## config.mk

```make
export PLATFORM = sky130hd
export DESIGN_NAME = mic_lane
export DESIGN_NICKNAME = d
export VERILOG_FILES = /design/src/hdl/mic_pkg.sv /design/src/hdl/mic_lane.sv
export SDC_FILE = /design/constraint.sdc
export NUM_CORES = 2
export LEC_CHECK = 0
export BUFFER_PORTS_ARGS = -buffer_cell sky130_fd_sc_hd__buf_2
export CORE_MARGIN = 2
export CORE_UTILIZATION = 45
export CTS_CLUSTER_DIAMETER = 50
export DETAILED_ROUTE_END_ITERATION = 7
export MAX_ROUTING_LAYER = met4
export PLACE_DENSITY_LB_ADDON = 0.15
export SLEW_MARGIN = 40
export SYNTH_ARGS = -nofsm -noshare
export SYNTH_HDL_FRONTEND = slang
export SYNTH_SLANG_ARGS = --single-unit
```

## constraint.sdc

```tcl
create_clock -name clk -period 10.05 [get_ports clk]
set_input_delay 1.5075 -clock clk [delete_from_list [all_inputs] [get_ports clk]]
set_output_delay 1.5075 -clock clk [all_outputs]
set_load 0.03 [all_outputs]
```

## src/hdl/mic_pkg.sv

```systemverilog
// Shared types and constants for the magnetometer iron calibration block.
// Used by every module of the block; depends on nothing else.
`default_nettype none
package mic_pkg;

	// Coefficient and output format
	localparam int COEF_FRAC_BITS = 14;
	localparam int OUT_WIDTH      = 24;
	localparam int COEF_W         = 16;

	// Sensor count and offset widths
	localparam int RAW_W = 20;
	localparam int OFS_W = 21;

	// Configuration register widths and port widths
	localparam int HI_W   = 3 * OFS_W;
	localparam int ROW_W  = 3 * COEF_W;
	localparam int DATA_W = 64;
	localparam int ADDR_W = 6;
	localparam int IDX_W  = 3;

	// Datapath widths of one dot product
	localparam int PROD_W = COEF_W + OUT_WIDTH;
	localparam int ACC_W  = PROD_W + 2;

	// Register indexes, one per 8-byte slot
	typedef enum logic [IDX_W-1:0] {
		REG_OFFSETS   = 3'd0,
		REG_SOFT_X    = 3'd1,
		REG_SOFT_Y    = 3'd2,
		REG_SOFT_Z    = 3'd3,
		REG_ROT_X     = 3'd4,
		REG_ROT_Y     = 3'd5,
		REG_ROT_Z     = 3'd6
	} reg_idx_t;

	typedef logic [ROW_W-1:0] row_t;
	typedef row_t [2:0] rows_t;
	typedef logic signed [OUT_WIDTH-1:0] samp_t;
	typedef samp_t [2:0] vec_t;
	typedef logic [RAW_W-1:0] raw_t;
	typedef raw_t [2:0] raw_vec_t;

	// Calibration settings seen by the datapath
	typedef struct packed {
		logic [HI_W-1:0] offsets;
		rows_t           soft_rows;
		rows_t           rot;
	} cfg_t;

	// Input request payload
	typedef struct packed {
		logic [7:0] x_high_byte;
		logic [7:0] x_mid_byte;
		logic [7:0] y_high_byte;
		logic [7:0] y_mid_byte;
		logic [7:0] z_high_byte;
		logic [7:0] z_mid_byte;
		logic [7:0] x_low_byte;
		logic [7:0] y_low_byte;
		logic [7:0] z_low_byte;
		logic       apply_rotation;
	} in_t;

	// Result request payload
	typedef struct packed {
		logic signed [OUT_WIDTH-1:0] final_x;
		logic signed [OUT_WIDTH-1:0] final_y;
		logic signed [OUT_WIDTH-1:0] final_z;
		logic signed [OUT_WIDTH-1:0] unrotated_x;
		logic signed [OUT_WIDTH-1:0] unrotated_y;
		logic signed [OUT_WIDTH-1:0] unrotated_z;
		logic [RAW_W-1:0]            raw_x;
		logic [RAW_W-1:0]            raw_y;
		logic [RAW_W-1:0]            raw_z;
	} out_t;

endpackage
`default_nettype wire

```

## src/hdl/mic_lane.sv

```systemverilog
// One matrix row times a vector: registered products, then round and saturate.
// Depends on mic_pkg for coefficient, product and output widths.
`default_nettype none
module mic_lane (
	input  wire logic          clk,
	input  wire logic          en,
	input  wire mic_pkg::row_t row,
	input  wire mic_pkg::vec_t vec,
	output mic_pkg::samp_t     res
);

	localparam int PW = mic_pkg::PROD_W;
	localparam int AW = mic_pkg::ACC_W;
	localparam int OW = mic_pkg::OUT_WIDTH;
	localparam logic signed [AW-1:0] HALF = AW'(2 ** (mic_pkg::COEF_FRAC_BITS - 1));

	logic signed [PW-1:0] prod_s1 [3];
	logic signed [AW-1:0] acc;
	logic signed [AW-1:0] q;
	logic [AW-OW:0]       top;

	// Multiply each coefficient with its element
	always_ff @(posedge clk) begin
		if (en) begin
			for (int c = 0; c < 3; c++)
				prod_s1[c] <= PW'($signed(row[c*mic_pkg::COEF_W +: mic_pkg::COEF_W]))
					* PW'($signed(vec[c]));
		end
	end

	// Sum, round half up, and clamp to the output range
	always_comb begin
		acc = AW'(prod_s1[0]) + AW'(prod_s1[1]) + AW'(prod_s1[2]) + HALF;
		q   = acc >>> mic_pkg::COEF_FRAC_BITS;
		top = q[AW-1:OW-1];
		if ((&top) || !(|top))
			res = q[OW-1:0];
		else if (q[AW-1])
			res = {1'b1, {(OW-1){1'b0}}};
		else
			res = {1'b0, {(OW-1){1'b1}}};
	end

endmodule
`default_nettype wire

```

==> reports/metrics.yaml <==
die_w_um: 330
ys.flop_type: "edfxtp_1"
synthArstFlopShare_pct: 0
min_to: "prod_s1[0][51]"
drv_slew: 0
cp.required_ns: 10.23
max_clock_freq_mhz: 124
cts_resized: 0
antenna_found_initial: 2
syn_nets: 6746
rsz0062_at_grt: "false"
drive_gt1_share_pct: 4.38
grt_start_max_net_pins: 62
setup_tns_ns: 0
synth.top_cell.area_share_pct: 48.6
clk_path_buf_depth: 2
drv_cap: 0
die_h_um: 330
root_buffer: "clkbuf_16"
final_cell_area_um2: 50200
crit_fanout: 20
placed_area_um2: 49600
hpwl_um: 96700
die_area_um2: 109000
grt_pass1_vias: 35375
post_cts_buffers: 0
ys_ff_latch: 120
synth_area_um2: 47800
clk_pin_slew_worst_paths_ns: 0.07
outcome: "finished clean"
hold_viol_final: 0
fillers: 10274
slew_headroom_pct: 46.8
portBuffers: 145
crit_path_frequent_cell: "fa_1"
grt_pass1_wl_um: 193000
grt_use_total_pct: 23.4
min_period_ns: 8.08
fin_nets: 6740
core-area_um2: 105000
syn_inst: 5091
cp_cell_sequence: "buf_2, clkinv_1, nor2_1, fa_1, fa_1, fa_1, fa_1, fa_1, inv_1, fa_1, inv_1, ha_1, a21o_1, a21o_1, a21oi_1, o31ai_1, a21o_1, a221o_1, a31oi_1, a21oi_1, a21o_1, a21oi_1, xnor2_1"
grt_overflow: 0
holdPathStages: 1
final-setup-viol-count: 0
path_class: "input port to flop"
min_path_type: "input port to flop"
min_from: "en"
yosys.area.top_type: "fa_1"
end_kind: "flop"
ys_warn_count: 0
drt_wl_total_um: 116000
avgViaCountPerCell: 5.03
post-route-period-util_pct: 80.4
start_util_pct: 45.4
io_pins: 146
cp.arrival_ns: 8.26
htreeDepth: 4
crit_slowest_cell: "clkinv_1"
cts_tree: "done"
regMostFlops: "prod_s1"
fin_hold_ws_ns: 1.54
ys_types: 61
avgSynthCellArea_um2: 9.39
reg_top3: "prod_s1: 120 flops"
ys_top_cells_by_area: "fa_1 (49%), inv_1 (11%), ha_1 (9.7%), edfxtp_1 (7.5%), and2_1 (6.0%)"
max_stage_delay_ns: 0.67
rows: 119
avgRoutedWirePerCell_um: 17.9
clock_sink_count: 120
yosysSeqAreaShare_pct: 7.54
path_delay_family: "adder cells"
drtIter0Drc: 1653
gp_congestion: 0.883
holdBufCountCts: 0
drt-pass1-iter-count: 5
drc: 0
areaGrowthSynthToFinish_pct: 5.07
cts_made_buffers: 17
critPathLaunchType: "input port"
path_buf_inv: 4
largest_reg_flops: 120
num_vias: 32613
synth-edff-count: 120
drt.antenna.violating_nets: 0
tightest_slew_ns: 0.793
[layer usage]
layer	track usage (%)	up-vias	part of all wire (%)
li1	-	14868	-
met1	32.2	16940	45
met4	3.69	0	1.4
met2	38.8	713	49
met5	-	-	0
met3	2.02	92	4.5
[cell usage in the layout (no fill, tap or decap), types with 16 or more instances in the layout]
cell / n
nand2_1: 678
buf_2: 144
edfxtp_1: 120
fa_1: 1161
xnor2_1: 117
and2_1: 460
nor2_1: 109
clkbuf_16: 17
o21bai_1: 29
nand3_1: 23
inv_1: 1346
a21oi_1: 133
a21o_1: 75
o21ai_2: 24
nand2b_1: 30
ha_1: 372
o21ai_0: 49
xor2_1: 42
nor3_1: 16
[synthesized netlist by cell type, types with 2 or more instances]
| cell type | count |
|---|---|
| o211ai_1 | 6 |
| o211a_1 | 2 |
| fa_1 | 1161 |
| ha_1 | 372 |
| a2111oi_0 | 3 |
| xor2_1 | 42 |
| nand2b_1 | 30 |
| a311oi_1 | 3 |
| o21ai_0 | 49 |
| nor2b_1 | 10 |
| clkbuf_1 | 170 |
| a21oi_2 | 4 |
| nor4_1 | 2 |
| and2_1 | 460 |
| inv_1 | 1348 |
| nor2_1 | 109 |
| nand3_1 | 23 |
| a211o_1 | 5 |
| edfxtp_1 | 120 |
| or2_2 | 4 |
| a31o_2 | 3 |
| o21a_1 | 10 |
| nand4_1 | 9 |
| o21bai_1 | 29 |
| a211oi_1 | 4 |
| o31ai_1 | 5 |
| buf_6 | 4 |
| and3_1 | 13 |
| o21ai_1 | 3 |
| a21oi_1 | 133 |
| o21ai_2 | 24 |
| xnor2_1 | 117 |
| a221oi_2 | 2 |
| nand3b_1 | 2 |
| and4_1 | 4 |
| a21o_1 | 75 |
| a31oi_1 | 13 |
| nor3_1 | 16 |
| o311ai_0 | 2 |
| nand2_1 | 678 |
| a21boi_1 | 2 |
[final cells by class]
type	instances	area [µm²]	area share (%)
clock buffer	17	425	0.847
sequential	120	3600	7.18
tap	1391	1740	3.47
antenna	2	5.00	0.00997
multi-input combinational	3447	38400	76.5
timing repair buffer	151	793	1.58
clock inverter	14	150	0.299
inverter	1348	5060	10.1
[cells by family (layout without fill, tap and decap cells)]
| family | after synthesis | after routing | share of synthesized area, % |
|---|---|---|---|
| flip-flops | 120 | 120 | 7.54 |
| AO/OA/AOI/OAI | 394 | 394 | 5.50 |
| AND/OR/NAND/NOR | 1361 | 1361 | 13.6 |
| XOR/XNOR | 159 | 159 | 2.91 |
| adder cells (fa/ha/maj) | 1533 | 1533 | 58.4 |
| buffers and inverters | 1524 | 1530 | 12.0 |
| other | 0 | 2 | 0 |
[through the flow]
| stage | util, % | worst slack, ns | cells |
|---|---|---|---|
| finish | 47.7 | 1.97 | 6490 |
| global route | 47.7 | 1.51 | 6489 |
| CTS | 47.7 | 2.20 | 6488 |
| detailed placement | 47.1 | 1.73 | 6457 |
| global placement | 47.1 | 1.78 | 6455 |
| floorplan | - | 2.39 | 5091 |
[how the worst max path moves through the flow]
stage             from              end  cells after the start
5_1_grt        row[31]   prod_s1[0][79]                     23
4_1_cts        row[34]  prod_s1[0][119]                     25
3_5_place_dp   row[33]  prod_s1[0][119]                     23
2_1_floorplan  vec[62]  prod_s1[0][119]                     25
6_report       row[31]   prod_s1[0][79]                     23
3_3_place_gp   row[33]  prod_s1[0][119]                     25
Power is not shown: default switching activity piles up to over one toggle a cycle in this logic, so the estimate is an artifact.
