<file path="src/hdl/mic_pkg.sv">
// Shared types and constants for the magnetometer iron calibration block.
// Used by every module of the block; depends on nothing else.
`default_nettype none
package mic_pkg;

	// Coefficient and output format
	localparam int COEF_FRAC_BITS = 14;
	localparam int OUT_WIDTH      = 24;
	localparam int COEF_W         = 16;

	// Sensor count and offset widths
	localparam int RAW_W = 20;
	localparam int OFS_W = 21;

	// Configuration register widths and port widths
	localparam int HI_W   = 3 * OFS_W;
	localparam int ROW_W  = 3 * COEF_W;
	localparam int DATA_W = 64;
	localparam int ADDR_W = 6;
	localparam int IDX_W  = 3;

	// Datapath widths of one dot product
	localparam int PROD_W = COEF_W + OUT_WIDTH;
	localparam int ACC_W  = PROD_W + 2;

	// Register indexes, one per 8-byte slot
	typedef enum logic [IDX_W-1:0] {
		REG_OFFSETS   = 3'd0,
		REG_SOFT_X    = 3'd1,
		REG_SOFT_Y    = 3'd2,
		REG_SOFT_Z    = 3'd3,
		REG_ROT_X     = 3'd4,
		REG_ROT_Y     = 3'd5,
		REG_ROT_Z     = 3'd6
	} reg_idx_t;

	typedef logic [ROW_W-1:0] row_t;
	typedef row_t [2:0] rows_t;
	typedef logic signed [OUT_WIDTH-1:0] samp_t;
	typedef samp_t [2:0] vec_t;
	typedef logic [RAW_W-1:0] raw_t;
	typedef raw_t [2:0] raw_vec_t;

	// Calibration settings seen by the datapath
	typedef struct packed {
		logic [HI_W-1:0] offsets;
		rows_t           soft_rows;
		rows_t           rot;
	} cfg_t;

	// Input request payload
	typedef struct packed {
		logic [7:0] x_high_byte;
		logic [7:0] x_mid_byte;
		logic [7:0] y_high_byte;
		logic [7:0] y_mid_byte;
		logic [7:0] z_high_byte;
		logic [7:0] z_mid_byte;
		logic [7:0] x_low_byte;
		logic [7:0] y_low_byte;
		logic [7:0] z_low_byte;
		logic       apply_rotation;
	} in_t;

	// Result request payload
	typedef struct packed {
		logic signed [OUT_WIDTH-1:0] final_x;
		logic signed [OUT_WIDTH-1:0] final_y;
		logic signed [OUT_WIDTH-1:0] final_z;
		logic signed [OUT_WIDTH-1:0] unrotated_x;
		logic signed [OUT_WIDTH-1:0] unrotated_y;
		logic signed [OUT_WIDTH-1:0] unrotated_z;
		logic [RAW_W-1:0]            raw_x;
		logic [RAW_W-1:0]            raw_y;
		logic [RAW_W-1:0]            raw_z;
	} out_t;

endpackage
`default_nettype wire

</file>
<file path="src/hdl/mic_front.sv">
// Count assembly and hard-iron offset removal for all three axes.
// Depends on mic_pkg for the input payload and vector types.
`default_nettype none
module mic_front (
	input  wire mic_pkg::in_t               in_data,
	input  wire logic [mic_pkg::HI_W-1:0]   offsets,
	output mic_pkg::raw_vec_t               raw,
	output mic_pkg::vec_t                   corr
);

	logic [2:0][7:0] hi_b;
	logic [2:0][7:0] mid_b;
	logic [2:0][7:0] lo_b;

	assign hi_b  = {in_data.z_high_byte, in_data.y_high_byte, in_data.x_high_byte};
	assign mid_b = {in_data.z_mid_byte, in_data.y_mid_byte, in_data.x_mid_byte};
	assign lo_b  = {in_data.z_low_byte, in_data.y_low_byte, in_data.x_low_byte};

	// Build each count from two bytes and a nibble, then subtract its offset
	always_comb begin
		for (int i = 0; i < 3; i++) begin
			raw[i]  = {hi_b[i], mid_b[i], lo_b[i][7:4]};
			corr[i] = mic_pkg::OUT_WIDTH'($signed({1'b0, raw[i]}))
				- mic_pkg::OUT_WIDTH'($signed(offsets[i*mic_pkg::OFS_W +: mic_pkg::OFS_W]));
		end
	end

endmodule
`default_nettype wire

</file>
<file path="config.mk">
export PLATFORM = sky130hd
export DESIGN_NAME = mic_front
export DESIGN_NICKNAME = d
export VERILOG_FILES = /design/src/hdl/mic_pkg.sv /design/src/hdl/mic_front.sv
export SDC_FILE = /design/constraint.sdc
export NUM_CORES = 1
export LEC_CHECK = 0
export ABC_AREA = 0
export BUFFER_PORTS_ARGS = -buffer_cell sky130_fd_sc_hd__buf_4
export CAP_MARGIN = 20
export CORE_MARGIN = 1.5
export CORE_UTILIZATION = 34
export DETAILED_ROUTE_END_ITERATION = 8
export PLACE_DENSITY = 0.7
export REMOVE_ABC_BUFFERS = 1
export SLEW_MARGIN = 25
export SYNTH_ARGS = -nofsm -noshare
export SYNTH_HDL_FRONTEND = slang
export SYNTH_SLANG_ARGS = --single-unit
</file>
<file path="constraint.sdc">
create_clock -name vclk -period 8.9
set_input_delay 1.335 -clock vclk [all_inputs]
set_output_delay 1.335 -clock vclk [all_outputs]
set_load 0.01 [all_outputs]
</file>
==> results of run 1 <==
-- power breakdown --
part	switching [mW]	internal, mW
clock network	0	0
registers	0	0
logic	0.215	0.224
-- per-layer routing --
layer  global-route usage, %  up-vias  share of wire [%]
li1                        -     2050                  -
met4                    1.27        0               0.65
met1                    23.0     1849                 41
met5                       0        -                  0
met2                    35.6      148                 53
met3                    1.37        6                5.2
-- layout make-up --
cell class / instances / area (um2) / share of cell area, %
Multi-Input combinational cell: 360 / 2750 / 53.9
Inverter: 71 / 267 / 5.23
Tap cell: 133 / 166 / 3.27
Timing Repair Buffer: 255 / 1910 / 37.6
-- per-stage QoR --
stage | total power [mW] | cell area [um2] | instances | setup slack, ns
floorplan | 0.224 | 3020 | 431 | 4.03
global placement | 0.434 | 5100 | 819 | 3.72
detailed placement | 0.441 | 5100 | 819 | 3.67
CTS | 0.443 | 5100 | 819 | 3.66
global route | 0.478 | 5100 | 819 | 3.37
finish | 0.439 | 5100 | 819 | 3.68
-- cells by family after synthesis --
kind of cell             synth area share, %
AO/OA/AOI/OAI                           29.7
buffers and inverters                   21.9
adder cells (fa/ha/maj)                 23.0
AND/OR/NAND/NOR                         12.9
XOR/XNOR                                12.4
-- cells in the final DEF (no fill, tap or decap), types with 4 or more instances in the layout --
cell type	instances
a211oi_1	4
a21o_1	15
a21oi_1	54
a31oi_1	5
and3_1	6
buf_4	255
ha_1	60
inv_1	71
nand2_1	26
nand3_1	10
nor2_1	21
nor2b_1	9
o21a_1	8
o21ai_0	27
o21ai_1	5
o21bai_1	4
xnor2_1	31
xor2_1	19
-- path summary, 6_finish.rpt --
check	from	end	slack, ns	cells past startpoint
worst max-delay path	in_data[13]	corr[44]	3.68	13
worst min-delay path	in_data[21]	raw[0]	2.86	2
==> key figures, run 1 <==
Outcome
  – Status: completed

Setup path
  – Crit-path slowest cell: fa_1
  – Critical path type: in -> out
  – CP bufs+invs: 4
  – Worst Path Required: 7.57 ns
  – Startpoint Class: input pin
  – Top Family by Delay on Critical Path: compound AO/OA/AOI/OAI gates
  – CP Cell Sequence: buf_4, inv_1, ha_1, inv_1, fa_1, a211oi_1, o21ai_2, a31oi_4, o21bai_2, a221oi_2, nor2_1, a311oi_2, buf_4
  – Critical Path End Type: output pin
  – CP max stage delay: 0.42 ns
  – CP arrival: 3.89 ns
  – Crit Path Max Fanout: 3

Detailed routing
  – Via density: 4.95
  – DR pass1 iterations: 4
  – DR DRC count: 0
  – DRT antenna net count: 0
  – DRT Wirelength: 11.0 mm
  – Drt initial violations: 124
  – Drt wl/cell: 13.4 um
  – Via count: 4053

STA
  – Final Hold Viols: 0
  – RSZ-0062 raised after global routing: no
  – Tmin final: 5.22 ns
  – WHS: 2.86 ns
  – Max Fclk: 0.191 GHz
  – Final total negative setup slack: 0 ns
  – Slew HR: 66.9%
  – Final cycle utilization of the critical path: 58.7%
  – Count of final setup violators: 0
  – Slew of the pin with the lowest slew margin: 0.495 ns
  – Max Transition Viols Final: 0

Synth
  – Synth Cell Area: 3520 um2
  – Sequential fraction of the synthesis area: 0%
  – Synth warnings: 0
  – Synth area leader: ha_1
  – Most frequent cells after synthesis: inv_1 (71), buf_4 (66), ha_1 (60)
  – Synth top area share: 21.3%
  – Library cells used by synthesis: 57
  – Dominant cell by count in the synthesized netlist: inv_1
  – Mean Syn Cell Area: 7.05 um2
  – Synth Instances: 499
  – Synth area leaders: ha_1 (21%), buf_4 (14%), xnor2_1 (7.7%), a21oi_1 (7.7%), inv_1 (7.6%)

Final layout
  – Nets: 887
  – FF/Latch Area: 0 um2
  – Number of clock buffers in the layout: 0
  – Share of layout cells above drive strength 1: 38.8%
  – Core Util, Final: 51.4%
  – FFs & Latches: 0
  – Filler cells: 1003
  – Area growth from synthesis to final layout: 44.8%
  – Diode count: 0

Die
  – Total core area: 9910 um2
  – Io pins: 268
  – Horiz. Die Dim: 105 um
  – Row cnt: 36
  – Initial core utilization: 35.5%
  – Die Ht: 105 um
  – Die area: 11000 um2

Power
  – Leakage: 2.81 nW
  – Worst VDD drop: 0.0378 mV
  – PD cells: 86.2 nW/um2

Clock network
  – Postcts setup bufs: 0
  – Post-CTS Hold Fix Bufs: 0
  – CTS resizes: 0

Global routing
  – Initial antenna violation count: 0
  – Vias in the first global route: 3766
  – Congestion Overflow GR: 0
  – Global-route usage over all layers: 18.4%
  – First-pass GRT wire length: 17.5 mm
  – Largest net degree at the start of global routing: 8

Place
  – Port bufs: 255
  – Dpl hpwl: 9.93 mm
  – RePlAce Congestion: 0.867

Job
  – Max cap viols: 0

Min path
  – Hold WC Path Type: in -> out
No activity file was read; power rests on OpenSTA's default activity.
==> inputs of run 2 (changes only) <==
==> constraint.sdc (replaced) <==
create_clock -name vclk -period 5.4
set_input_delay 0.81 -clock vclk [all_inputs]
set_output_delay 0.81 -clock vclk [all_outputs]
set_load 0.01 [all_outputs]
==> key figures, run 2 (synthesized netlist as in run 1, its figures left out) <==
STA
  – Slew of the pin with the lowest slew margin: 0.500 ns
  – Final cycle utilization of the critical path: 76.5%
  – Max Transition Viols Final: 0
  – Tmin final: 4.13 ns
  – Max Fclk: 0.242 GHz
  – RSZ-0062 raised after global routing: no
  – Final Hold Viols: 0
  – Slew HR: 66.5%
  – Count of final setup violators: 0
  – WHS: 1.81 ns
  – Final total negative setup slack: 0 ns
  – Worst setup margin: 1.27 ns

Final layout
  – Most common cell after layout, fill and taps aside: buf_4
  – Filler cells: 997
  – Area growth from synthesis to final layout: 44.8%
  – Nets: 887
  – Number of clock buffers in the layout: 0
  – FF/Latch Area: 0 um2
  – Core Util, Final: 51.4%
  – Most frequent cells in the layout: buf_4 (255), inv_1 (71), ha_1 (60), a21oi_1 (54), xnor2_1 (31)
  – Diode count: 0
  – Share of layout cells above drive strength 1: 38.8%
  – FFs & Latches: 0
  – Multi-input logic area: 2750 um2

Detailed routing
  – Drt initial violations: 134
  – DR DRC count: 0
  – DRT antenna net count: 0
  – DRT Wirelength: 10.9 mm
  – Drt wl/cell: 13.3 um
  – Via count: 3994
  – Via density: 4.88
  – DR pass1 iterations: 4

Die
  – Total core area: 9910 um2
  – Io pins: 268
  – Die area: 11000 um2
  – Die Ht: 105 um
  – Row cnt: 36
  – Horiz. Die Dim: 105 um
  – Initial core utilization: 35.5%

Min path
  – Hold Crit Endpoint: raw[0]
  – Worst hold path depth: 2
  – Hold WC Path Type: in -> out
  – Hold path start: in_data[21]

Global routing
  – GR Util met3: 1.68%
  – Congestion Overflow GR: 0
  – Initial antenna violation count: 0
  – Largest net degree at the start of global routing: 8
  – Met1 usage: 22.4%
  – First-pass GRT wire length: 17.2 mm
  – Global-route usage over all layers: 18.1%
  – M2 GR Usage: 34.8%
  – GR peak layer: met2
  – Vias in the first global route: 3700

Setup path
  – Worst Path Required: 4.59 ns
  – Critical path type: in -> out
  – Critical Path End Type: output pin
  – Crit Path Max Fanout: 3
  – Startpoint Class: input pin
  – CP arrival: 3.32 ns

Clock network
  – CTS resizes: 0
  – Postcts setup bufs: 0
  – Post-CTS Hold Fix Bufs: 0

Place
  – Dpl ws: 1.27 ns
  – Port bufs: 255
  – RePlAce Congestion: 0.865
  – Dpl hpwl: 9.77 mm

Outcome
  – Status: completed

Job
  – Max cap viols: 0

Power
  – Worst VDD drop: 0.0699 mV
  – Leakage: 2.81 nW
  – PD cells: 142 nW/um2
  – Total power: 0.724 mW
==> run 2: area by class of cell <==
type                       count  share of cell area [%]
inverter                      71                    5.23
tap                          133                    3.27
timing repair buffer         255                    37.6
multi-input combinational    360                    53.9
==> run 2: through the flow <==
| step | cells | cell area, um2 |
|---|---|---|
| after CTS | 819 | 5100 |
| after global routing | 819 | 5100 |
| after detailed placement | 819 | 5100 |
| final | 819 | 5100 |
| after floorplan | 431 | 3020 |
| after global placement | 819 | 5100 |
==> run 2: worst max-delay path by stage <==
stage,start,to,slack (ns),depth (start not counted)
final,in_data[13],corr[44],1.27,13
after global routing,in_data[13],corr[44],1.06,13
after CTS,in_data[13],corr[44],1.26,13
after detailed placement,in_data[13],corr[44],1.27,13
after global placement,in_data[13],corr[44],1.27,13
after floorplan,offsets[1],corr[21],1.58,9
==> run 2: per-layer routing <==
layer	wire (um)	vias to the layer above
met1	4620	1798
met2	5590	134
li1	-	2054
met3	586	8
met4	74	0
met5	0	-
==> run 2: worst max-delay path, stage by stage <==
cell and delay (ns):
buf_4 0.11, inv_1 0.06, ha_1 0.16, inv_1 0.05, fa_1 0.41, a211oi_1 0.37
o21ai_2 0.16, a31oi_4 0.22, o21bai_2 0.11, a221oi_2 0.29, nor2_1 0.12, a311oi_2 0.28
buf_4 0.17
==> run 2: power by group <==
part | internal [mW] | total, mW | switching [mW]
combinational | 0.370 | 0.724 | 0.354
sequential | 0 | 0 | 0
clock | 0 | 0 | 0
==> inputs of run 3 (changes only) <==
--- a/config.mk
+++ b/config.mk
@@ -11,7 +11,7 @@
 export CORE_MARGIN = 1.5
 export CORE_UTILIZATION = 34
 export DETAILED_ROUTE_END_ITERATION = 8
-export PLACE_DENSITY = 0.7
+export PLACE_DENSITY = 0.73
 export REMOVE_ABC_BUFFERS = 1
 export SLEW_MARGIN = 25
 export SYNTH_ARGS = -nofsm -noshare
==> constraint.sdc (replaced) <==
create_clock -name vclk -period 3.38
set_input_delay 0.507 -clock vclk [all_inputs]
set_output_delay 0.507 -clock vclk [all_outputs]
set_load 0.01 [all_outputs]
==> key figures, run 3 (synthesized netlist as in run 1, its figures left out) <==
Outcome
  – Status: completed

Detailed routing
  – Drt initial violations: 101
  – DR pass1 iterations: 4
  – Drt wl/cell: 13.3 um
  – Via density: 4.91
  – DRT Wirelength: 11.2 mm
  – DRT antenna net count: 0
  – Via count: 4131
  – DR DRC count: 0

Final layout
  – Number of clock buffers in the layout: 0
  – Diode count: 0
  – Share of layout cells above drive strength 1: 42.2%
  – Layout Cells excl Fill: 841
  – Most common cell after layout, fill and taps aside: buf_4
  – Area growth from synthesis to final layout: 51.8%
  – Nets: 909
  – FF/Latch Area: 0 um2
  – Filler cells: 973
  – FFs & Latches: 0
  – Most frequent cells in the layout: buf_4 (276), inv_1 (68), ha_1 (59), a21oi_1 (53), xnor2_1 (31)

Setup path
  – CP bufs+invs: 2
  – Critical path depth in cells: 10
  – Startpoint Class: input pin
  – Top Family by Delay on Critical Path: compound AO/OA/AOI/OAI gates
  – CP max stage delay: 0.39 ns
  – CP arrival: 2.79 ns
  – Crit-path slowest cell: o41ai_2
  – Critical path type: in -> out
  – Critical Path End Type: output pin
  – CP Cell Sequence: buf_4, ha_1, nor2b_4, o31a_1, o41ai_2, o21ai_1, a31o_1, a31o_1, a211oi_2, buf_4
  – Worst Path Required: 2.87 ns
  – Crit Path Max Fanout: 3

STA
  – Slew HR: 67.6%
  – Tmin final: 3.30 ns
  – Final Hold Viols: 0
  – Slew of the pin with the lowest slew margin: 0.481 ns
  – RSZ-0062 raised after global routing: yes
  – Final cycle utilization of the critical path: 97.5%
  – Max Transition Viols Final: 0
  – Worst setup margin: 0.0832 ns
  – Max Fclk: 0.303 GHz
  – WHS: 1.20 ns
  – Count of final setup violators: 0

Die
  – Die area: 11000 um2
  – Initial core utilization: 35.5%
  – Die Ht: 105 um
  – Total core area: 9910 um2
  – Io pins: 268
  – Row cnt: 36
  – Horiz. Die Dim: 105 um

Power
  – Combinational power share: 100.0%
  – Leakage: 2.93 nW
  – PD cells: 228 nW/um2
  – Worst VDD drop: 0.145 mV
  – Total power: 1.22 mW
  – Clock network power share: 0%
  – Sequential power share: 0%
  – Switching power: 0.584 mW
  – Sw frac: 48.0%
  – Internal Pwr Total: 0.634 mW

Place
  – RePlAce Congestion: 0.873
  – Placed cell count: 835
  – Dpl ws: 0.0114 ns
  – Dpl hpwl: 9.99 mm
  – Port bufs: 255

Min path
  – Worst hold path depth: 2
  – Hold WC Path Type: in -> out

Clock network
  – Post-CTS Hold Fix Bufs: 0

Global routing
  – Global-route usage over all layers: 18.3%
  – Initial antenna violation count: 0
  – First-pass GRT wire length: 17.3 mm
  – Largest net degree at the start of global routing: 8
  – Vias in the first global route: 3796
  – Congestion Overflow GR: 0

Job
  – Max cap viols: 0
## run 3: what timing repair did
action	CTS	global route
endpoints found under the hold margin	0	0
pin swaps	1	16
setup endpoints to repair	1	12
gates resized for setup	0	19
setup buffers	0	6
## run 3: worst paths after layout
| check | start | endpoint | slack [ns] |
|---|---|---|---|
| max | in_data[14] | corr[46] | 0.08 |
| min | in_data[13] | raw[20] | 1.20 |
## run 3: power groups by stage
stage	Combinational, mW	Sequential, mW	Clock (mW)
final	1.22	0	0
after global routing	1.32	0	0
after CTS	1.20	0	0
after detailed placement	1.19	0	0
after global placement	1.17	0	0
after floorplan	0.591	0	0
## run 3: final cells by class
| type | count | area [um2] | area share [%] |
|---|---|---|---|
| multi-input combinational | 360 | 2820 | 52.8 |
| timing repair buffer | 277 | 2090 | 39.1 |
| inverter | 71 | 269 | 5.04 |
| tap | 133 | 166 | 3.11 |
## run 3: per-stage QoR
step	TNS, ns	instance area [um2]	util, %
global route	-0.0888	5340	53.9
finish	0	5340	53.9
CTS	0	5220	52.6
global placement	0	5220	52.6
floorplan	0	3020	-
detailed placement	0	5220	52.6
## run 3: routing by layer
layer  vias up  track usage [%]  wire length, um
met5         -                0                0
li1       2096                -                -
met2       128             35.6             5860
met4         0             2.45              166
met1      1895             22.1             4610
met3        12             1.43              569
