==> src/hdl/mic_pkg.sv <==
// Shared types and constants for the magnetometer iron calibration block.
// Used by every module of the block; depends on nothing else.
`default_nettype none
package mic_pkg;

	// Coefficient and output format
	localparam int COEF_FRAC_BITS = 14;
	localparam int OUT_WIDTH      = 24;
	localparam int COEF_W         = 16;

	// Sensor count and offset widths
	localparam int RAW_W = 20;
	localparam int OFS_W = 21;

	// Configuration register widths and port widths
	localparam int HI_W   = 3 * OFS_W;
	localparam int ROW_W  = 3 * COEF_W;
	localparam int DATA_W = 64;
	localparam int ADDR_W = 6;
	localparam int IDX_W  = 3;

	// Datapath widths of one dot product
	localparam int PROD_W = COEF_W + OUT_WIDTH;
	localparam int ACC_W  = PROD_W + 2;

	// Register indexes, one per 8-byte slot
	typedef enum logic [IDX_W-1:0] {
		REG_OFFSETS   = 3'd0,
		REG_SOFT_X    = 3'd1,
		REG_SOFT_Y    = 3'd2,
		REG_SOFT_Z    = 3'd3,
		REG_ROT_X     = 3'd4,
		REG_ROT_Y     = 3'd5,
		REG_ROT_Z     = 3'd6
	} reg_idx_t;

	typedef logic [ROW_W-1:0] row_t;
	typedef row_t [2:0] rows_t;
	typedef logic signed [OUT_WIDTH-1:0] samp_t;
	typedef samp_t [2:0] vec_t;
	typedef logic [RAW_W-1:0] raw_t;
	typedef raw_t [2:0] raw_vec_t;

	// Calibration settings seen by the datapath
	typedef struct packed {
		logic [HI_W-1:0] offsets;
		rows_t           soft_rows;
		rows_t           rot;
	} cfg_t;

	// Input request payload
	typedef struct packed {
		logic [7:0] x_high_byte;
		logic [7:0] x_mid_byte;
		logic [7:0] y_high_byte;
		logic [7:0] y_mid_byte;
		logic [7:0] z_high_byte;
		logic [7:0] z_mid_byte;
		logic [7:0] x_low_byte;
		logic [7:0] y_low_byte;
		logic [7:0] z_low_byte;
		logic       apply_rotation;
	} in_t;

	// Result request payload
	typedef struct packed {
		logic signed [OUT_WIDTH-1:0] final_x;
		logic signed [OUT_WIDTH-1:0] final_y;
		logic signed [OUT_WIDTH-1:0] final_z;
		logic signed [OUT_WIDTH-1:0] unrotated_x;
		logic signed [OUT_WIDTH-1:0] unrotated_y;
		logic signed [OUT_WIDTH-1:0] unrotated_z;
		logic [RAW_W-1:0]            raw_x;
		logic [RAW_W-1:0]            raw_y;
		logic [RAW_W-1:0]            raw_z;
	} out_t;

endpackage
`default_nettype wire

==> src/hdl/mic_cfg.sv <==
// Configuration register file with an APB-style write and read port.
// Depends on mic_pkg for register indexes, widths and the cfg_t bundle.
`default_nettype none
module mic_cfg (
	input  wire logic                        clk,
	input  wire logic                        arst_n,
	input  wire logic                        psel,
	input  wire logic                        penable,
	input  wire logic                        pwrite,
	input  wire logic [mic_pkg::ADDR_W-1:0]  paddr,
	input  wire logic [mic_pkg::DATA_W-1:0]  pwdata,
	output logic      [mic_pkg::DATA_W-1:0]  prdata,
	output logic                             pready,
	output mic_pkg::cfg_t                    cfg
);

	localparam mic_pkg::row_t ID_X = mic_pkg::row_t'(1) << mic_pkg::COEF_FRAC_BITS;
	localparam mic_pkg::row_t ID_Y = ID_X << mic_pkg::COEF_W;
	localparam mic_pkg::row_t ID_Z = ID_Y << mic_pkg::COEF_W;

	logic [mic_pkg::HI_W-1:0] offsets_q;
	mic_pkg::rows_t           soft_q;
	mic_pkg::rows_t           rot_q;
	mic_pkg::reg_idx_t        idx;
	logic                     wr_en;

	assign idx    = mic_pkg::reg_idx_t'(paddr[mic_pkg::ADDR_W-1:mic_pkg::ADDR_W-mic_pkg::IDX_W]);
	assign wr_en  = psel & penable & pwrite;
	assign pready = 1'b1;

	// Write the addressed register; drop writes beyond the list
	always_ff @(posedge clk or negedge arst_n) begin
		if (!arst_n) begin
			offsets_q <= '0;
			soft_q    <= {ID_Z, ID_Y, ID_X};
			rot_q     <= {ID_Z, ID_Y, ID_X};
		end else if (wr_en) begin
			case (idx)
				mic_pkg::REG_OFFSETS:   offsets_q <= pwdata[mic_pkg::HI_W-1:0];
				mic_pkg::REG_SOFT_X:    soft_q[0] <= pwdata[mic_pkg::ROW_W-1:0];
				mic_pkg::REG_SOFT_Y:    soft_q[1] <= pwdata[mic_pkg::ROW_W-1:0];
				mic_pkg::REG_SOFT_Z:    soft_q[2] <= pwdata[mic_pkg::ROW_W-1:0];
				mic_pkg::REG_ROT_X:     rot_q[0]  <= pwdata[mic_pkg::ROW_W-1:0];
				mic_pkg::REG_ROT_Y:     rot_q[1]  <= pwdata[mic_pkg::ROW_W-1:0];
				mic_pkg::REG_ROT_Z:     rot_q[2]  <= pwdata[mic_pkg::ROW_W-1:0];
				default: ;
			endcase
		end
	end

	// Return the addressed register, zero-extended
	always_comb begin
		case (idx)
			mic_pkg::REG_OFFSETS:   prdata = mic_pkg::DATA_W'(offsets_q);
			mic_pkg::REG_SOFT_X:    prdata = mic_pkg::DATA_W'(soft_q[0]);
			mic_pkg::REG_SOFT_Y:    prdata = mic_pkg::DATA_W'(soft_q[1]);
			mic_pkg::REG_SOFT_Z:    prdata = mic_pkg::DATA_W'(soft_q[2]);
			mic_pkg::REG_ROT_X:     prdata = mic_pkg::DATA_W'(rot_q[0]);
			mic_pkg::REG_ROT_Y:     prdata = mic_pkg::DATA_W'(rot_q[1]);
			mic_pkg::REG_ROT_Z:     prdata = mic_pkg::DATA_W'(rot_q[2]);
			default:                prdata = '0;
		endcase
	end

	assign cfg.offsets   = offsets_q;
	assign cfg.soft_rows = soft_q;
	assign cfg.rot       = rot_q;

endmodule
`default_nettype wire

==> config.mk <==
export PLATFORM = sky130hd
export DESIGN_NAME = mic_cfg
export DESIGN_NICKNAME = d
export VERILOG_FILES = /design/src/hdl/mic_pkg.sv /design/src/hdl/mic_cfg.sv
export SDC_FILE = /design/constraint.sdc
export NUM_CORES = 1
export LEC_CHECK = 0
export BUFFER_PORTS_ARGS = -buffer_cell sky130_fd_sc_hd__buf_2
export CORE_MARGIN = 2
export CORE_UTILIZATION = 25
export CTS_CLUSTER_DIAMETER = 150
export DETAILED_ROUTE_END_ITERATION = 8
export MAX_ROUTING_LAYER = met4
export SYNTH_ARGS = -nofsm -noshare
export SYNTH_HDL_FRONTEND = slang
export SYNTH_SLANG_ARGS = --single-unit
==> constraint.sdc <==
create_clock -name clk -period 1.25 [get_ports clk]
set_input_delay 0.0625 -clock clk [delete_from_list [all_inputs] [get_ports clk]]
set_output_delay 0.0625 -clock clk [all_outputs]
set_load 0.01 [all_outputs]
==> impl_summary.md, run 1 <==
Setup path
The critical path in this run is classified as reg -> out. The startpoint kind of the worst setup timing path is a register. In this run the register-to-register setup slack is around 190 ps. The critical path arrival is 1650 ps.

The worst reg-to-reg path cell count is 3. The worst register-to-register path ends at cfg[177]. The type of element capturing the critical path is an output port. The beginning of the worst register-to-register path is cfg[177]. The largest driver fanout on the critical path is 2. STA puts the critical path data required time at 1190 ps.

Route
The total detailed-routing wirelength is 61.30 mm. The vias after detailed routing is about 14000. After detailed routing, the number of vias per cell comes to 4.722. The number of optimization iterations in the first detailed-route pass is 5.

The DRC violation count after routing is 0. The violation count after the first detailed-route iteration is between 600 and 700. Dividing the detail-routed wire length by the instance count gives 21.39 um. The number of nets still failing antenna checks after routing is 0.

Timing
The max-slew violation count is 0. The post-route fraction of the period consumed by the critical path is 1.368. The worst slew margin relative to its limit is 0.5977. Summed over all failing endpoints, the final setup total negative slack is -19150 ps. Setup violations remaining at the end of the flow were counted as 141. Setup repair after global routing could not meet its margin everywhere. Across the routed clock network, the largest skew measured is 0 ps. After layout, the worst setup slack is -459.4 ps. The transition at the pin with the smallest max-transition slack is 603.5 ps. The final-layout worst hold slack is 118.8 ps. The maximum achievable frequency is around 580 MHz.

The time the final worst path needs with I/O delays and setup is 1709 ps. The number of endpoints with negative hold slack in the final report was 0.

Clocking
The register clock-pin slew on the reported worst setup and hold paths is 60 ps. The source-to-sink clock delay at the later pin of the worst-skew pair is between 500 and 600 ps. The maximum number of buffers from clock root to sink is 3. The number of sinks driven by the clock tree is about 350. The tree is rooted in a sky130_fd_sc_hd__clkbuf_16.

Counting the buffers created by CTS gives 41. TritonCTS built the clock tree. CTS built an H-tree with a depth of 2.

Global routing
The via count of the first global-routing pass came to 14170. The first-pass GRT wire length is 87.69 mm. Across every metal layer, demand over resource in global routing totals 0.1716. The number of antenna violations at the first check in global routing is 0. For this run the aggregate overflow at the end of global routing stands at 0.

The maximum number of pins on one net before global-route repair is 76.

Hold path
The hold path depth is 4. The end point of the worst hold path is cfg[144]. The path type of the worst min-delay path is in -> reg. The startpoint identified for the worst hold timing path is paddr[4].

Layout
The number of inserted filler cells in the final layout is 6064. The proportion of layout cells with a drive suffix above 1 is 0.6500. The post-route cell area is 26110 um^2.

After the flow finishes, the layout carries non-filler instances totaling 2865. Measured on the finished design, the core utilization comes to 0.3972. The net count of the finished layout is ~2000.

The area growth from synthesis to layout is 57.40%.

Floorplan
The core box area is 65750 um^2. In this run the core area contains 94 standard-cell rows. For this design the top-level I/O count stands at roughly 490. The die boundary height is 261.6 um. The area of the die is 68430 um^2. The starting density of the core is 0.2523. In this run the horizontal extent of the chip is about 260 um.

Synthesis
The fraction of registers with async set or reset after synthesis is 1.000. The mean instance size in the synthesized netlist is 13.95 um^2. The most instantiated library cell after synthesis is sky130_fd_sc_hd__dfrtp_1. The synthesis warning total is 0. The commonest cells after synthesis are sky130_fd_sc_hd__dfrtp_1 (345), sky130_fd_sc_hd__mux2_2 (320), sky130_fd_sc_hd__mux2i_1 (94). The cell type with the largest total area after synthesis is sky130_fd_sc_hd__dfrtp_1. Counting flops with a built-in enable in the synthesized netlist gives 0. By area the synthesized netlist is led by sky130_fd_sc_hd__dfrtp_1 (52%), sky130_fd_sc_hd__mux2_2 (22%), sky130_fd_sc_hd__mux2i_1 (5.7%).

The cell area after synthesis is 16590 um^2. Synthesis produced a netlist whose cell count is 1189. The synthesized design contains 351 register bits. The net count after synthesis is 1264.

The most used flip-flop cell after synthesis is sky130_fd_sc_hd__dfrtp_1. The synthesized netlist contains 32 unique library cells. The share of synthesized area in the top cell type comes to 0.5204. For this run, the register share of the synthesized area comes to 0.5299.

Pwr
The leakage dissipation is 12.72 nW. Across the VDD grid, the largest voltage drop is around 1.1 mV. The total chip power is 41.75 mW. The total power density per cell area is 1599 nW/um^2.

Place
After detailed placement, the design holds a cell count of ~2500. The count of buffers added on input and output ports is 484. After detailed placement, the total cell area comes to about 21000 um^2. The congestion estimate from routability-driven global placement came to roughly 0.86. The total half-perimeter wirelength after legalization and detailed placement is 40.06 mm. Before CTS, the worst setup slack after placement is -333.8 ps.

Run
The reported max-cap violation count is 0.

Run status
The flow ran to the end, but the final reports show violations. The checks that failed: setup timing.
## state kept, by name (all words and copies together) (netlist names)
register / cells
offsets_q: 63
cfg: 288
## power breakdown
part | internal [mW] | leakage, nW | total (mW) | switching [mW]
sequential | 13.6 | 4.47 | 15.5 | 1.90
clock | 7.43 | 0.697 | 12.5 | 5.03
combinational | 7.96 | 7.55 | 13.8 | 5.79
total | 29.0 | 12.7 | 41.7 | 12.7
## layout by cell type, fill, tap and decap left out, drive strengths merged, types with 2 or more instances in the layout
master       count
nand2b           2
nand3b          20
o21a            47
o211a           20
clkbuf          59
o221ai          27
mux2           380
dlygate4sd3     64
conb             2
o21ai           20
dfrtp          345
nand2           30
clkinv          11
and2            15
clkinvlp         2
nand4b          41
dfstp            6
nor3             2
nand3           27
buf            767
inv              4
bufinv           3
nor2             5
mux2i           94
## kinds of logic (layout without fill, tap and decap cells)
| group | Yosys count | after routing | synth area share |
|---|---|---|---|
| multiplexers | 474 | 474 | 0.3282 |
| AND/OR/NAND/NOR | 146 | 146 | 0.05626 |
| flip-flops | 351 | 351 | 0.5299 |
| buffers and inverters | 99 | 910 | 0.03017 |
| AO/OA/AOI/OAI | 117 | 117 | 0.05498 |
| other | 2 | 3 | 0.0004527 |
## worst max-delay path by stage
stage / startpoint / endpoint / slack, ps / cells after the start
finish: cfg[202] / prdata[10] / -460 / 4
CTS: cfg[222] / prdata[30] / -500 / 4
floorplan: paddr[3] / offsets_q[0] / -130 / 6
global route: cfg[202] / prdata[10] / -580 / 4
global placement: pwrite / cfg[167] / -330 / 6
detailed placement: pwrite / cfg[155] / -330 / 6
## worst max-delay path, cell delays in order, from the launching register on
cell,delay (ps)
sky130_fd_sc_hd__dfrtp_1,390
sky130_fd_sc_hd__mux2i_1,170
sky130_fd_sc_hd__o21a_1,210
sky130_fd_sc_hd__o221ai_2,140
sky130_fd_sc_hd__buf_2,180
## routing by layer
metal  part of all wire  vias to the layer above  GRT usage
met4              0.032                        0    0.06518
met1               0.41                     6972     0.2070
met3              0.059                      126    0.03726
li1                   -                     5947          -
met5                  0                        -          -
met2               0.49                      483     0.2802
## timing repair
action / CTS / global route
cloned: 1 / 3
endpoints found under the hold margin: 691 / 0
setup endpoints to repair: 70 / 213
hold buffers: 65 / 0
gates resized for setup: 247 / 178
setup buffers: 133 / 92
pin swaps: 21 / 31
## cell type report
| type | instances | area, um^2 | area share |
|---|---|---|---|
| Inverter | 1 | 3.754 | 0.0001437 |
| Sequential cell | 351 | 8791 | 0.3367 |
| Clock inverter | 19 | 186.4 | 0.007139 |
| Timing Repair Buffer | 835 | 7143 | 0.2736 |
| Tap cell | 864 | 1081 | 0.04140 |
| Multi-Input combinational cell | 739 | 7694 | 0.2946 |
| Clock buffer | 55 | 1211 | 0.04638 |
| Antenna cell | 1 | 2.502 | 0.00009583 |
(Power assumes the default switching activity.)
==> inputs of run 2 (changes only) <==
--- a/config.mk
+++ b/config.mk
@@ -11,6 +11,7 @@
 export CTS_CLUSTER_DIAMETER = 150
 export DETAILED_ROUTE_END_ITERATION = 8
 export MAX_ROUTING_LAYER = met4
+export PLACE_DENSITY_LB_ADDON = 0.15
 export SYNTH_ARGS = -nofsm -noshare
 export SYNTH_HDL_FRONTEND = slang
 export SYNTH_SLANG_ARGS = --single-unit
==> run 2 against run 1 <==
The run still ends with setup timing left. Setup slack better by 34 ps. Clock skew stayed put. Die area stayed put. Fmax is 2.0% higher. Critical endpoint is now prdata[33]. Largest power group unchanged.
==> impl_summary.md, run 2 (same netlist as run 1, synthesis figures left out) <==
Timing
The worst slew margin relative to its limit is 0.5975 (about the same). The time the final worst path needs with I/O delays and setup is 1676 ps (-33.58 ps). The max-slew violation count is 0 (unchanged). The post-route worst setup slack is -425.9 ps (+33.58 ps). The post-route fraction of the period consumed by the critical path came to 1.341 (-0.02686). The maximum achievable frequency is 596.7 MHz (+2.0%). The transition at the pin with the smallest max-transition slack is 603.7 ps (+0.2373 ps). Setup repair after global routing could not meet its margin everywhere. The total setup violations reported at the end of the flow is 170 (+21%). The total negative slack is -20740 ps (-1592 ps). The post-route clock skew is 0 ps (unchanged).

The number of endpoints with negative hold slack in the final report is 0 (unchanged).

Layout
The share of the core filled with cells in the final layout came to 0.4027 (+0.005519). The post-route cell area was 26480 um^2 (+1.4%). The final non-filler cell total is 2882 (+0.59%).

Relative to the synthesized area, the layout overhead comes to 59.59%. The number of flip-flops under the largest register name is 288 (unchanged). The net count of the finished layout was 2062 (+0.88%). The proportion of layout cells with a drive suffix above 1 is 0.6485 (-0.001512). In the layout the commonest cells are sky130_fd_sc_hd__dfrtp_1 (344), sky130_fd_sc_hd__buf_2 (325), sky130_fd_sc_hd__buf_6 (319), sky130_fd_sc_hd__mux2_2 (302), sky130_fd_sc_hd__buf_4 (100). The library cell used most frequently in the layout, excluding fill and tap cells, is sky130_fd_sc_hd__dfrtp_1.

Pwr
The share of total power in combinational logic is 0.334 (+0.005). The peak supply drop was 0.9999 mV (-13%). The total power density per cell area came to 1604 nW/um^2 (+0.36%). The leakage dissipation is 12.86 nW (+1.1%). The clock network power share is 0.302 (+0.004).

The sequential power share came to 0.364 (-0.008). The net switching share of the total power came to 0.3002 (-0.004403). The internal power consumption is 29.72 mW (+2.4%). The switching power is 12.75 mW (+0.28%).

Setup path
The critical path arrival is 1610 ps (-40 ps). The type of element capturing the critical path is an output port. The largest driver fanout on the critical path is 2 (unchanged). The kind of critical path is reg -> out. STA classifies the critical path startpoint as a register.

The worst endpoint required time is 1190 ps (about the same).

Run status
The run finished, with violations left. The final reports fail on setup timing.

Floorplan
The number of placed I/O pins was 491 (unchanged). The die width is 261.6 um (unchanged). The area of the die is 68430 um^2 (unchanged). The cell row count came to 94 (unchanged). The core box area is 65750 um^2 (unchanged).

The die boundary height was 261.6 um (unchanged). The starting density of the core was 0.2523 (unchanged).

Place
The total half-perimeter wirelength after legalization and detailed placement came to 42.42 mm (+5.9%). The routability congestion estimate from global placement is 0.8227 (-4.4%). The cell total after placement is 2544 (+0.51%).

The count of port buffers added during placement is 484 (unchanged). The post-placement cell area is 20990 um^2 (+1.0%).

Clocking
The count of H-tree levels built during CTS is 2 (unchanged). The source-to-sink clock delay at the later pin of the worst-skew pair was 560 ps (about the same). The tree is rooted in a sky130_fd_sc_hd__clkbuf_16. The maximum number of buffers from clock root to sink is 3 (unchanged). The register clock-pin slew on the reported worst setup and hold paths is 60 ps (about the same). TritonCTS built the clock tree. The number of clock buffers inserted by TritonCTS came to 43 (+4.9%). The number of sinks driven by the clock tree came to 351 (unchanged).

Route
The ratio of routed vias to standard cells came to 4.588 (-2.8%). The number of nets still failing antenna checks after routing is 0 (unchanged). The DRC violation count after routing was 0 (unchanged). The vias after detailed routing is 13220 (-2.2%). The number of optimization iterations in the first detailed-route pass is 6 (+1). The total detailed-routing wirelength came to 63.30 mm (+3.3%).

The violation count after the first detailed-route iteration is 470 (-27%). The average wire per cell in the routed design was 21.96 um (+2.7%).

Global routing
The total congestion overflow after global routing is 0 (unchanged). The number of antenna violations at the first check in global routing is 1 (+1). The maximum number of pins on one net before global-route repair is 50 (-34%).

The via count of the first global-routing pass is 14030 (-0.97%). The total track usage was 0.1846 (+0.01303). The first-pass GRT wire length is 92.49 mm (+5.5%).

Hold path
The worst hold path belongs to the class in -> async.

Run
The reported max-cap violation count is 0 (unchanged).
run 2: cell count changes in the layout (fill, tap and decap cells not counted), moves of 3 or more:
| cell | change |
|---|---|
| sky130_fd_sc_hd__buf_12 | +9 |
| sky130_fd_sc_hd__buf_2 | -11 |
| sky130_fd_sc_hd__buf_4 | -10 |
| sky130_fd_sc_hd__buf_6 | +32 |
| sky130_fd_sc_hd__clkbuf_1 | +8 |
| sky130_fd_sc_hd__clkbuf_8 | +3 |
| sky130_fd_sc_hd__clkinv_2 | -8 |
| sky130_fd_sc_hd__mux2_2 | -3 |
| sky130_fd_sc_hd__mux2_4 | +3 |
run 2: area by class of cell:
cell class,instances,area (um^2)
antenna,1,2.502
clock buffer,67,1308
clock inverter,8,130.1
fill,6344,39270
inverter,1,3.754
multi-input combinational,739,7702
sequential,351,8792
tap,864,1081
timing repair buffer,851,7456
run 2: through the flow:
step                setup WS [ps]  hold WS (ps)  total power, mW
floorplan                  -126.8        -233.1            20.19
global placement           -410.0         65.49            25.30
detailed placement         -404.3         66.06            25.40
CTS                        -491.4         32.59            41.41
global route               -523.1         47.15            44.71
finish                     -425.9         44.02            42.48
run 2: power by group through the flow:
stage,Sequential [mW],Clock [mW],Combinational (mW)
floorplan,16.3,0,3.87
global placement,15.7,0,9.62
detailed placement,15.7,0,9.68
CTS,15.4,13.3,12.8
global route,15.7,13.8,15.2
finish,15.5,12.8,14.2
run 2: worst paths after layout:
kind | startpoint | to | slack, ps | depth (start not counted)
max reg2reg | offsets_q[37] | offsets_q[37] | 140 | 4
max in group asynchronous | arst_n | cfg[29] | 530 | 3
min | arst_n | cfg[174] | 40 | 2
max | offsets_q[33] | prdata[33] | -430 | 4
min reg2reg | cfg[1] | cfg[1] | 530 | 1
min in group clk | paddr[4] | cfg[175] | 180 | 4
run 2: metal layers:
metal	global-route usage	share of wire	up-vias
met2	0.3010	0.49	330
met4	0.04340	0.019	0
met3	0.05110	0.064	73
met5	-	0	-
li1	-	-	5982
met1	0.2264	0.43	6839
run 2: critical path: stages (launching register included):
cell	delay, ps
sky130_fd_sc_hd__dfrtp_1	410
sky130_fd_sc_hd__mux2i_1	110
sky130_fd_sc_hd__o21a_1	190
sky130_fd_sc_hd__o221ai_2	170
sky130_fd_sc_hd__buf_2	170
run 2: timing repair:
item,in CTS,in global routing
setup buffers,135,97
pin swaps,33,26
resized for setup,231,241
cloned,0,1
hold buffers,65,0
setup endpoints to repair,91,241
hold endpoints to repair,700,0
==> inputs of run 3 (changes only) <==
--- a/config.mk
+++ b/config.mk
@@ -7,7 +7,7 @@
 export LEC_CHECK = 0
 export BUFFER_PORTS_ARGS = -buffer_cell sky130_fd_sc_hd__buf_2
 export CORE_MARGIN = 2
-export CORE_UTILIZATION = 25
+export CORE_UTILIZATION = 47
 export CTS_CLUSTER_DIAMETER = 150
 export DETAILED_ROUTE_END_ITERATION = 8
 export MAX_ROUTING_LAYER = met4
==> run 3 against run 2 <==
Non-clock buffer count shrank 38. Clock-buffer cell count shrank 11. Via count grew 2.2%. Combinational power shrank 4%. Wire length fell by 11%. Highest routed layer unchanged. Sequential share of layout area increased by 1.7 points. Critical path depth did not move. Setup slack improved by 29 ps. Largest cell class unchanged. First-iteration DRC count up 39%. The flow still finishes with violations (setup timing). Register-to-register slack improved by 70 ps.
==> impl_summary.md, run 3 (same netlist as run 1, synthesis figures left out) <==
Floorplan
The starting density of the core is 0.4791 (+0.2267). The cell row count was 68 (-28%). The core box area was 34630 um^2 (-47%). The number of placed I/O pins is 491 (unchanged). The area of the die is 36820 um^2 (-46%). The die width is 191.9 um (-27%). The die boundary height was 191.9 um (-27%).

Layout
In the layout the commonest cells are sky130_fd_sc_hd__dfrtp_1 (342), sky130_fd_sc_hd__buf_2 (328), sky130_fd_sc_hd__mux2_2 (296), sky130_fd_sc_hd__buf_6 (257), sky130_fd_sc_hd__buf_4 (130). The most common cell after layout, fill and taps aside is sky130_fd_sc_hd__dfrtp_1. The post-route cell area came to 25170 um^2 (-4.9%). The proportion of layout cells with a drive suffix above 1 is 0.6426 (-0.005848). The area growth from synthesis to layout is 51.72%. The number of flip-flops under the largest register name is 288 (unchanged).

The net count of the finished layout is 2020 (-2.0%). The final antenna diode count is 0 (-1). The number of inserted filler cells in the final layout came to 2313 (-64%).

Clocking
The register clock-pin slew on the reported worst setup and hold paths is 60 ps (about the same). The count of H-tree levels built during CTS is 2 (unchanged). The maximum number of buffers from clock root to sink is 3 (unchanged). The number of clock buffers inserted by TritonCTS is 39 (-9.3%). The number of sinks driven by the clock tree is 351 (unchanged). The TritonCTS clock tree is yes. The source-to-sink clock delay at the later pin of the worst-skew pair is 510 ps (-50 ps). The CTS root buffer is sky130_fd_sc_hd__clkbuf_16.

Global routing
The via count of the first global-routing pass is 13920 (-0.80%). The total congestion overflow after global routing is 0 (unchanged). The total track usage is 0.3000 (+0.1154). The number of antenna violations at the first check in global routing is 0 (-1). The first-pass GRT wire length is 82.34 mm (-11%). The maximum number of pins on one net before global-route repair is 56 (+12%).

Pwr
The total power density per cell area is 1601 nW/um^2 (-0.22%). The leakage dissipation came to 12.51 nW (-2.8%). The peak supply drop is 1.232 mV (+23%).

Route
The routed length on met3 is 4.327 mm (+6.3%). The routed metal-1 wirelength is 22.77 mm (-16%). The number of nets still failing antenna checks after routing is 0 (unchanged). The average wire per cell in the routed design is 23.20 um (+5.6%).

The total detailed-routing wirelength was 56.26 mm (-11%). The vias after detailed routing is 13520 (+2.2%). The met2 wire length is 27.23 mm (-12%). The violation count after the first detailed-route iteration is 652 (+39%).

The DRC violation count after routing came to 0 (unchanged). The detailed router used layers up to and including met4. The number of optimization iterations in the first detailed-route pass came to 5 (-1).

The ratio of routed vias to standard cells is 5.574 (+21%).

Timing
The total negative slack is -14810 ps (+5937 ps). The post-route clock skew is 0 ps (unchanged). The post-route worst setup slack is -397.2 ps (+28.65 ps). The time the final worst path needs with I/O delays and setup is 1647 ps (-28.65 ps). The max-slew violation count was 0 (unchanged).

The maximum achievable frequency is 607.1 MHz (+1.7%). Setup repair after global routing could not meet its margin everywhere. The total setup violations reported at the end of the flow is 63 (-63%). The number of endpoints with negative hold slack in the final report is 0 (unchanged). The final-layout worst hold slack is 15.39 ps (-28.63 ps).

The post-route fraction of the period consumed by the critical path is 1.318 (-0.02292).

Run
The reported max-cap violation count is 0 (unchanged).

Setup path
In this run the worst setup path begins at cfg[222]. The worst reg-to-reg path cell count was 3 (-1). The worst endpoint required time is 1190 ps (about the same). The worst register-to-register path begins at offsets_q[52].

The critical path ends at prdata[30]. The startpoint kind of the worst setup timing path is a register. The capture instance of the worst register-to-register path is offsets_q[52].

The kind of critical path is reg -> out. The critical path arrival is 1580 ps (-30 ps). The setup slack on the worst flop-to-flop path was 210 ps (+70 ps). The largest driver fanout on the critical path is 2 (unchanged). The type of element capturing the critical path is an output port.

Hold path
The path type of the worst min-delay path is in -> async.

Run status
The flow ran to the end, but the final reports show violations. The final reports fail on setup timing.

Place
The post-placement cell area is 20250 um^2 (-3.5%). The count of port buffers added during placement was 484 (unchanged). The routability congestion estimate from global placement is 0.8389 (+2.0%). The total half-perimeter wirelength after legalization and detailed placement is 35.79 mm (-16%).
run 3: changes by cell type in the layout (fill, tap and decap cells not counted), moves of 5 or more:
cell | previous run | this run
sky130_fd_sc_hd__clkbuf_8 | 12 | 7
sky130_fd_sc_hd__buf_4 | 100 | 130
sky130_fd_sc_hd__clkbuf_16 | 44 | 39
sky130_fd_sc_hd__mux2_4 | 78 | 84
sky130_fd_sc_hd__mux2_2 | 302 | 296
sky130_fd_sc_hd__buf_12 | 41 | 33
sky130_fd_sc_hd__buf_6 | 319 | 257
run 3: report_power, final:
part	switching, mW	internal (mW)
sequential	1.79	13.6
clock	4.58	6.58
combinational	5.80	7.91
run 3: worst max-delay path, cell delays in order, from the launching register on:
cell and delay, ps:
sky130_fd_sc_hd__dfstp_2 540, sky130_fd_sc_hd__mux2i_1 60, sky130_fd_sc_hd__o21a_1 180, sky130_fd_sc_hd__o221ai_2 120, sky130_fd_sc_hd__buf_2 170
run 3: layout make-up:
cell class | instances | area [um^2] | share of cell area
clock buffer | 56 | 1110 | 0.04409
timing repair buffer | 813 | 6828 | 0.2713
sequential | 351 | 8795 | 0.3494
tap | 455 | 569.3 | 0.02262
inverter | 1 | 3.754 | 0.0001491
clock inverter | 10 | 115.1 | 0.004573
multi-input combinational | 739 | 7749 | 0.3079
run 3: metrics by stage:
| step | worst slack (ps) | std cells | power (mW) | util |
|---|---|---|---|---|
| CTS | -422.5 | 2386 | 38.48 | 0.6868 |
| global placement | -215.8 | 2119 | 24.83 | 0.5847 |
| finish | -397.2 | 2425 | 40.29 | 0.7268 |
| floorplan | -126.8 | 1189 | 20.19 | - |
| global route | -474.9 | 2425 | 42.10 | 0.7268 |
| detailed placement | -235.7 | 2119 | 25.06 | 0.5847 |
run 3: timing repair:
action,CTS,global route
buffers inserted,141,84
pin swaps,26,27
setup endpoints to repair,81,201
hold buffers,64,0
gates resized for setup,138,265
hold endpoints to repair,700,0
run 3: how the worst min path moves through the flow:
stage	start	endpoint	slack (ps)	cells after the start
after CTS	arst_n	cfg[95]	3	2
after global placement	arst_n	cfg[92]	-50	1
after detailed placement	arst_n	cfg[92]	-50	1
final	arst_n	cfg[92]	20	2
after floorplan	arst_n	cfg[0]	-230	0
after global routing	arst_n	cfg[47]	20	2
run 3: per-layer routing:
| metal | global-route usage | up-vias |
|---|---|---|
| met2 | 0.4886 | 568 |
| met1 | 0.3721 | 6929 |
| li1 | - | 5900 |
| met4 | 0.09763 | 0 |
| met3 | 0.06742 | 120 |
| met5 | - | - |
